**config.mk**
```make
export PLATFORM = sky130hd
export DESIGN_NAME = scatter_gather_range_slicer_top
export DESIGN_NICKNAME = d
export VERILOG_FILES = /design/src/sgrs_pkg.sv /design/src/sgrs_slice.sv /design/src/scatter_gather_range_slicer_top.sv
export SDC_FILE = /design/constraint.sdc
export NUM_CORES = 1
export LEC_CHECK = 0
export BUFFER_PORTS_ARGS = -buffer_cell sky130_fd_sc_hd__buf_2
export CAP_MARGIN = 20
export CORE_MARGIN = 5
export CORE_UTILIZATION = 30
export DETAILED_ROUTE_END_ITERATION = 10
export PLACE_DENSITY = 0.58
export RECOVER_POWER = 100
export SLEW_MARGIN = 20
export SYNTH_ARGS = -nofsm -noshare
export SYNTH_HDL_FRONTEND = slang
export SYNTH_SLANG_ARGS = --single-unit
```
**constraint.sdc**
```tcl
create_clock -name clk -period 6.5 [get_ports clk]
set_input_delay 0.975 -clock clk [delete_from_list [all_inputs] [get_ports clk]]
set_output_delay 0.975 -clock clk [all_outputs]
set_load 0.01 [all_outputs]
```
**src/sgrs_pkg.sv**
```systemverilog
// Package for the scatter-gather range slicer: item types, codes and limits.
`default_nettype none

package sgrs_pkg;

  // Hard cap on destination entries, applied on top of the register value
  localparam int ENTRY_LIMIT = 256;

  // Widths fixed by the item layout
  localparam int ADDR_W = 64;
  localparam int LEN_W  = 32;
  localparam int PGO_W  = 16;
  localparam int CNT_W  = 9;
  localparam int ST_W   = 2;

  // Reset value of max_out_entries
  localparam logic [CNT_W-1:0] MAX_OUT_RESET = CNT_W'(64);

  // Action codes
  localparam logic ACT_START = 1'b0;
  localparam logic ACT_FRAG  = 1'b1;

  // Status codes
  localparam logic [ST_W-1:0] ST_OK        = 2'd0;
  localparam logic [ST_W-1:0] ST_TOO_MANY  = 2'd1;
  localparam logic [ST_W-1:0] ST_EXHAUSTED = 2'd2;

  // Extraction phase, one-hot
  typedef enum logic [3:0] {
    PH_IDLE = 4'b0001,
    PH_SKIP = 4'b0010,
    PH_EMIT = 4'b0100,
    PH_FIN  = 4'b1000
  } phase_t;

  typedef struct packed {
    logic              action;
    logic [LEN_W-1:0]  start_offset;
    logic [LEN_W-1:0]  total_length;
    logic [ADDR_W-1:0] frag_base;
    logic [PGO_W-1:0]  frag_page_offset;
    logic [LEN_W-1:0]  frag_bytes;
    logic              last_fragment;
  } sgrs_in_t;

  typedef struct packed {
    logic [ADDR_W-1:0] out_base;
    logic [LEN_W-1:0]  out_len;
    logic [CNT_W-1:0]  entry_index;
    logic              done_res;
    logic [ST_W-1:0]   status;
  } sgrs_out_t;

endpackage

`default_nettype wire

```
**src/sgrs_slice.sv**
```systemverilog
// Slicing stage: extraction state, per-fragment decision and result register.
`default_nettype none

module sgrs_slice import sgrs_pkg::*; (
  input  wire logic             clk,
  input  wire logic             rst,
  input  wire logic             item_valid,
  output logic                  item_ready,
  input  wire sgrs_in_t         item,
  input  wire logic [CNT_W-1:0] max_out_entries,
  output logic                  res_valid,
  input  wire logic             res_ready,
  output sgrs_out_t             res
);

  phase_t           phase, phase_next;
  logic [LEN_W-1:0] offset_left, offset_left_next;
  logic [LEN_W-1:0] length_left, length_left_next;
  logic [CNT_W-1:0] entries_emitted, entries_emitted_next;

  logic             adv;
  logic             emit;
  sgrs_out_t        res_next;
  logic [CNT_W-1:0] limit;
  logic [LEN_W-1:0] avail;
  logic             takes_rest;
  logic [LEN_W-1:0] n;
  logic [CNT_W-1:0] idx;

  // Item moves through whenever the result register can take its outcome
  assign item_ready = !res_valid || res_ready;
  assign adv        = item_valid && item_ready;

  // Limit in force: register value capped by the hard limit
  always_comb begin
    if (32'(max_out_entries) > ENTRY_LIMIT) begin
      limit = CNT_W'(ENTRY_LIMIT);
    end else begin
      limit = max_out_entries;
    end
  end

  // Entry arithmetic for a fragment that is emitted
  assign avail      = item.frag_bytes - offset_left;
  assign takes_rest = avail >= length_left;
  assign n          = takes_rest ? length_left : avail;
  assign idx        = entries_emitted + CNT_W'(1);

  // Next state and result for one item
  always_comb begin
    phase_next           = phase;
    offset_left_next     = offset_left;
    length_left_next     = length_left;
    entries_emitted_next = entries_emitted;
    emit                 = 1'b0;
    res_next             = '0;

    if (item.action == ACT_START) begin
      offset_left_next     = item.start_offset;
      length_left_next     = item.total_length;
      entries_emitted_next = '0;
      if (item.total_length == '0) begin
        phase_next        = PH_FIN;
        emit              = 1'b1;
        res_next.done_res = 1'b1;
        res_next.status   = ST_OK;
      end else begin
        phase_next = PH_SKIP;
      end
    end else if (phase == PH_IDLE || phase == PH_FIN) begin
      // fragments outside an extraction are dropped
    end else if (phase == PH_SKIP && offset_left >= item.frag_bytes) begin
      offset_left_next = offset_left - item.frag_bytes;
      if (item.last_fragment) begin
        phase_next      = PH_FIN;
        emit            = 1'b1;
        res_next.status = ST_EXHAUSTED;
      end
    end else if (entries_emitted >= limit) begin
      phase_next      = PH_FIN;
      emit            = 1'b1;
      res_next.status = ST_TOO_MANY;
    end else begin
      emit                 = 1'b1;
      res_next.out_base    = item.frag_base + ADDR_W'(item.frag_page_offset)
                             + ADDR_W'(offset_left);
      res_next.out_len     = n;
      res_next.entry_index = idx;
      entries_emitted_next = idx;
      length_left_next     = length_left - n;
      offset_left_next     = '0;
      if (takes_rest) begin
        phase_next        = PH_FIN;
        res_next.done_res = 1'b1;
        res_next.status   = ST_OK;
      end else if (item.last_fragment) begin
        phase_next      = PH_FIN;
        res_next.status = ST_EXHAUSTED;
      end else begin
        phase_next      = PH_EMIT;
        res_next.status = ST_OK;
      end
    end
  end

  // State registers
  always_ff @(posedge clk) begin
    if (rst) begin
      phase           <= PH_IDLE;
      offset_left     <= '0;
      length_left     <= '0;
      entries_emitted <= '0;
    end else if (adv) begin
      phase           <= phase_next;
      offset_left     <= offset_left_next;
      length_left     <= length_left_next;
      entries_emitted <= entries_emitted_next;
    end
  end

  // Result register valid
  always_ff @(posedge clk) begin
    if (rst) begin
      res_valid <= 1'b0;
    end else if (adv) begin
      res_valid <= emit;
    end else if (res_ready) begin
      res_valid <= 1'b0;
    end
  end

  // Result payload
  always_ff @(posedge clk) begin
    if (adv && emit) begin
      res <= res_next;
    end
  end

endmodule

`default_nettype wire

```
**src/scatter_gather_range_slicer_top.sv**
```systemverilog
// Top level of the scatter-gather range slicer: input register, config register, slice stage.
// A source item passes the input register, then the slice stage's result register, to dst_valid.
// Throughput: one source item per cycle while dst_ready stays high; a result left waiting
// holds the slice stage, an empty input register takes one more item, then src_ready drops.
// Reset (rst, synchronous): no extraction in progress, both registers empty,
// max_out_entries back to 64.
`default_nettype none

module scatter_gather_range_slicer_top import sgrs_pkg::*; (
  input  wire logic             clk,
  input  wire logic             rst,
  input  wire logic             src_valid,
  output logic                  src_ready,
  input  wire sgrs_in_t         src_item,
  output logic                  dst_valid,
  input  wire logic             dst_ready,
  output sgrs_out_t             dst_item,
  input  wire logic             cfg_valid,
  output logic                  cfg_ready,
  input  wire logic [CNT_W-1:0] cfg_data
);

  logic             hold_valid;
  sgrs_in_t         hold_item;
  logic             slice_ready;
  logic [CNT_W-1:0] max_out_entries;

  // Config register, always writable
  assign cfg_ready = 1'b1;

  always_ff @(posedge clk) begin
    if (rst) begin
      max_out_entries <= MAX_OUT_RESET;
    end else if (cfg_valid) begin
      max_out_entries <= cfg_data;
    end
  end

  // Input register
  assign src_ready = !hold_valid || slice_ready;

  always_ff @(posedge clk) begin
    if (rst) begin
      hold_valid <= 1'b0;
    end else if (src_ready) begin
      hold_valid <= src_valid;
    end
  end

  always_ff @(posedge clk) begin
    if (src_valid && src_ready) begin
      hold_item <= src_item;
    end
  end

  // Slice stage with result register
  sgrs_slice u_slice (
    .clk             (clk),
    .rst             (rst),
    .item_valid      (hold_valid),
    .item_ready      (slice_ready),
    .item            (hold_item),
    .max_out_entries (max_out_entries),
    .res_valid       (dst_valid),
    .res_ready       (dst_ready),
    .res             (dst_item)
  );

endmodule

`default_nettype wire

```
==> results_dict.tcl <==
set metrics [dict create \
    slowest_stage "a2111o_1" \
    global_route.usage.met1 0.228 \
    hp-class "reg -> reg" \
    whs_ns 0.475 \
    overflow 0 \
    cts-buffers-inserted 45 \
    crit_required_ns 6.92 \
    p_leak_nw 12.1 \
    drt-initial-drc-count 1291 \
    std_cell_rows 100 \
    vdd_drop_max_mv 0.224 \
    vias 19008 \
    cpPeakStageDelay_ns 0.43 \
    ys_ff_latch 374 \
    h-tree-depth 2 \
    startpoint_type "flop" \
    postRouteAntennaNets 0 \
    synthFlopType "edfxtp_1" \
    die_x_um 285 \
    syn_area_sq_um 22700 \
    vias_per_cell 4.97 \
    nets 3206 \
    path_class "reg -> reg" \
    combPwrFrac 0.391 \
    drv_cap 5 \
    grt_use_total 0.176 \
    status "finished with violations" \
    path_buf_inv 5 \
    critPathTopFamily "compound AO/OA/AOI/OAI gates" \
    antenna_found_initial 14 \
    drive_gt1_frac 0.226 \
    path_clk_slew_ns 0.07 \
    p_clk_frac 0.291 \
    violations "capacitance limit, slew limit, setup timing" \
    seqPwrFrac 0.318 \
    multi_input_area_sq_um 11800 \
    avgSynthCellArea_sq_um 10.1 \
    power_switching_mw 2.93 \
    grt_pass1_vias 18644 \
    area_growth_pct 28.9 \
    synth_warnings 0 \
    slew_headroom -0.566 \
    final_util 0.392 \
    coreArea_sq_um 74700 \
    finalSetupViolations 20 \
    portBuffers 301 \
    drc 0 \
    die_h_um 285 \
    power.density_nw_per_um2 304 \
    use_met3 0.0222 \
    grt_pass1_wl_mm 111 \
    layout.area.seq_sq_um 10300 \
    fmax_mhz 146 \
    hold_viol 0 \
    switching_share 0.330 \
    cp-end-kind "flop" \
    finalMaxSlewViolations 245 \
    grt_max_degree 146 \
    synth_edf_count 286 \
    place.gp.congestion 0.907 \
    dp_hpwl_mm 57.2 \
    synth_cell_types 84 \
    dieArea_sq_um 81300 \
    gr-max-usage-layer "met2" \
    finClkSkew_ns 0.0343 \
    yosys-top-cells-area "edfxtp_1 38%, ha_1 10%, dfxtp_1 7.8%" \
    p_int_mw 5.95 \
    clock_latency_ns 0.60 \
    fin_ws_ns -0.334 \
    min_period_ns 6.83 \
    cp.arrival_ns 7.25 \
    routedWlPerCell_um 19.7 \
    grt.met2_usage 0.297 \
    async_flop_share 0 \
    syn_nets 2634 \
    io_pins 303 \
    cts_root_buf "clkbuf_16" \
    fin_crit_sh 1.05 \
    clock_path_buffers 3 \
    drt_wl_total_mm 75.3 \
    grt_setup_unrepaired "true" \
    crit_fanout 7 \
    cts_tree "done" \
    fillers 7460 \
    synth_top_area_frac 0.378 \
    syn_inst 2238 \
    synth_top_area_cell "edfxtp_1" \
    firstDrtPassIters 6 \
    start_util 0.304 \
    seq_area_frac_synth 0.456 \
    clkSinkCount 374 \
    worst_pin_slew_ns 2.34 \
]
[final timing paths]
| kind | start | cells after the start | to | slack (ns) |
|---|---|---|---|---|
| worst min-delay path | u_slice.phase[0]$_SDFFE_PP1P_ | 2 | u_slice.phase[0]$_SDFFE_PP1P_ | 0.47 |
| worst max register to register | hold_item[1]$_DFFE_PP_ | 30 | u_slice.length_left[31]$_SDFFE_PP0P_ | -0.33 |
| worst max-delay path | hold_item[1]$_DFFE_PP_ | 30 | u_slice.length_left[31]$_SDFFE_PP0P_ | -0.33 |
| worst min register to register | u_slice.phase[0]$_SDFFE_PP1P_ | 2 | u_slice.phase[0]$_SDFFE_PP1P_ | 0.47 |
[metal layers]
layer | routed length [um] | vias to the layer above | share of wire
li1 | - | 9307 | -
met1 | 32600 | 9061 | 0.43
met2 | 36200 | 496 | 0.48
met3 | 3200 | 140 | 0.043
met4 | 3290 | 4 | 0.044
met5 | 25 | - | 0.00033
[kinds of logic (layout without fill, tap and decap cells)]
logic type / count (synthesis) / after routing / share of synthesized area
AOI/OAI and AO/OA: 592 / 592 / 0.172
and+or+nand+nor: 611 / 611 / 0.128
other: 1 / 11 / 0.000165
adders and majority gates: 204 / 204 / 0.119
xor gates and xnor gates: 134 / 134 / 0.0517
muxes: 62 / 62 / 0.0275
buffers and inverters: 260 / 869 / 0.0458
DFF: 374 / 374 / 0.456
[stage by stage]
stage / area, sq um / power (mW) / TNS (ns) / std cells / worst slack [ns]
CTS: 29100 / 8.73 / -6.05 / 3809 / -0.491
floorplan: 22700 / 4.69 / -0.0435 / 2238 / -0.0374
detailed placement: 27300 / 5.96 / -11.07 / 3710 / -0.683
global placement: 27300 / 5.96 / -9.73 / 3710 / -0.592
finish: 29300 / 8.88 / -3.58 / 3826 / -0.334
global route: 29300 / 9.38 / -11.30 / 3826 / -0.693
[sequential cells by signal, summed over array words and instances (netlist names)]
name                     count
hold_item                  178
u_slice.res_valid            1
u_slice.entries_emitted      9
u_slice.offset_left         32
max_out_entries              9
u_slice.phase                4
u_slice.res                108
u_slice.length_left         32
hold_valid                   1
[synthesized netlist by cell type, types with 5 or more instances]
cell / instances
nand4_1: 43
a22oi_1: 15
o21ai_1: 8
a21boi_0: 9
o31a_1: 5
inv_1: 158
nor3_1: 31
dfxtp_1: 88
o21a_1: 22
a21oi_1: 165
o221ai_1: 13
nor4_1: 16
o31ai_1: 6
a211oi_1: 23
a31oi_1: 17
a211oi_2: 6
a21o_1: 91
xor2_1: 60
nand3_1: 49
fa_1: 20
edfxtp_1: 286
nand2_1: 116
or3_1: 16
nor2_1: 239
ha_1: 184
o21ai_0: 118
buf_4: 5
a21oi_2: 5
o211ai_1: 13
buf_1: 10
xnor2_1: 74
clkbuf_1: 49
buf_2: 35
nor2b_1: 21
and2_1: 12
and3_1: 24
mux2i_1: 59
o21bai_1: 19
nand2b_1: 17
a311oi_1: 6
[cells in the final DEF (no fill, tap or decap), drive strengths merged, types with 17 or more instances in the layout]
cell,count
ha,184
nand2b,17
nand3,49
o21a,22
o21ai,127
clkbuf,222
xnor2,74
inv,163
a31oi,18
a21o,91
edfxtp,286
dfxtp,88
nor2,239
a21oi,171
o21bai,19
mux2i,59
nand2,116
nand4,44
fa,20
and3,24
nor3,31
buf,465
nor2b,22
a211oi,29
nor4,17
xor2,60
[final cells by class]
type | count | share of cell area
multi-input cells | 1604 | 0.404
flip-flops and latches | 374 | 0.354
repair buffers | 625 | 0.129
clock buffers | 62 | 0.0431
well taps | 969 | 0.0414
inverters | 160 | 0.0205
clock inverters | 22 | 0.00782
diodes | 10 | 0.000855
[power by group through the flow]
stage	sequential, mW	combinational [mW]	clock, mW
2_1_floorplan	2.86	1.83	0
3_3_place_gp	2.87	3.09	0
3_5_place_dp	2.87	3.09	0
4_1_cts	2.82	3.25	2.66
5_1_grt	2.84	3.79	2.75
6_report	2.82	3.47	2.58
[timing repair]
action,CTS,global route
buffers inserted,15,9
resized for setup,39,72
cloned,0,0
endpoints found under the setup margin,24,27
hold buffers,0,0
pin swaps,39,45
[worst min-delay path, cell delays in order, from the launching register on]
cell and delay, ns:
dfxtp_1 0.33, nand2_1 0.06, nand2_1 0.04
No activity file was read; power rests on OpenSTA's default activity.
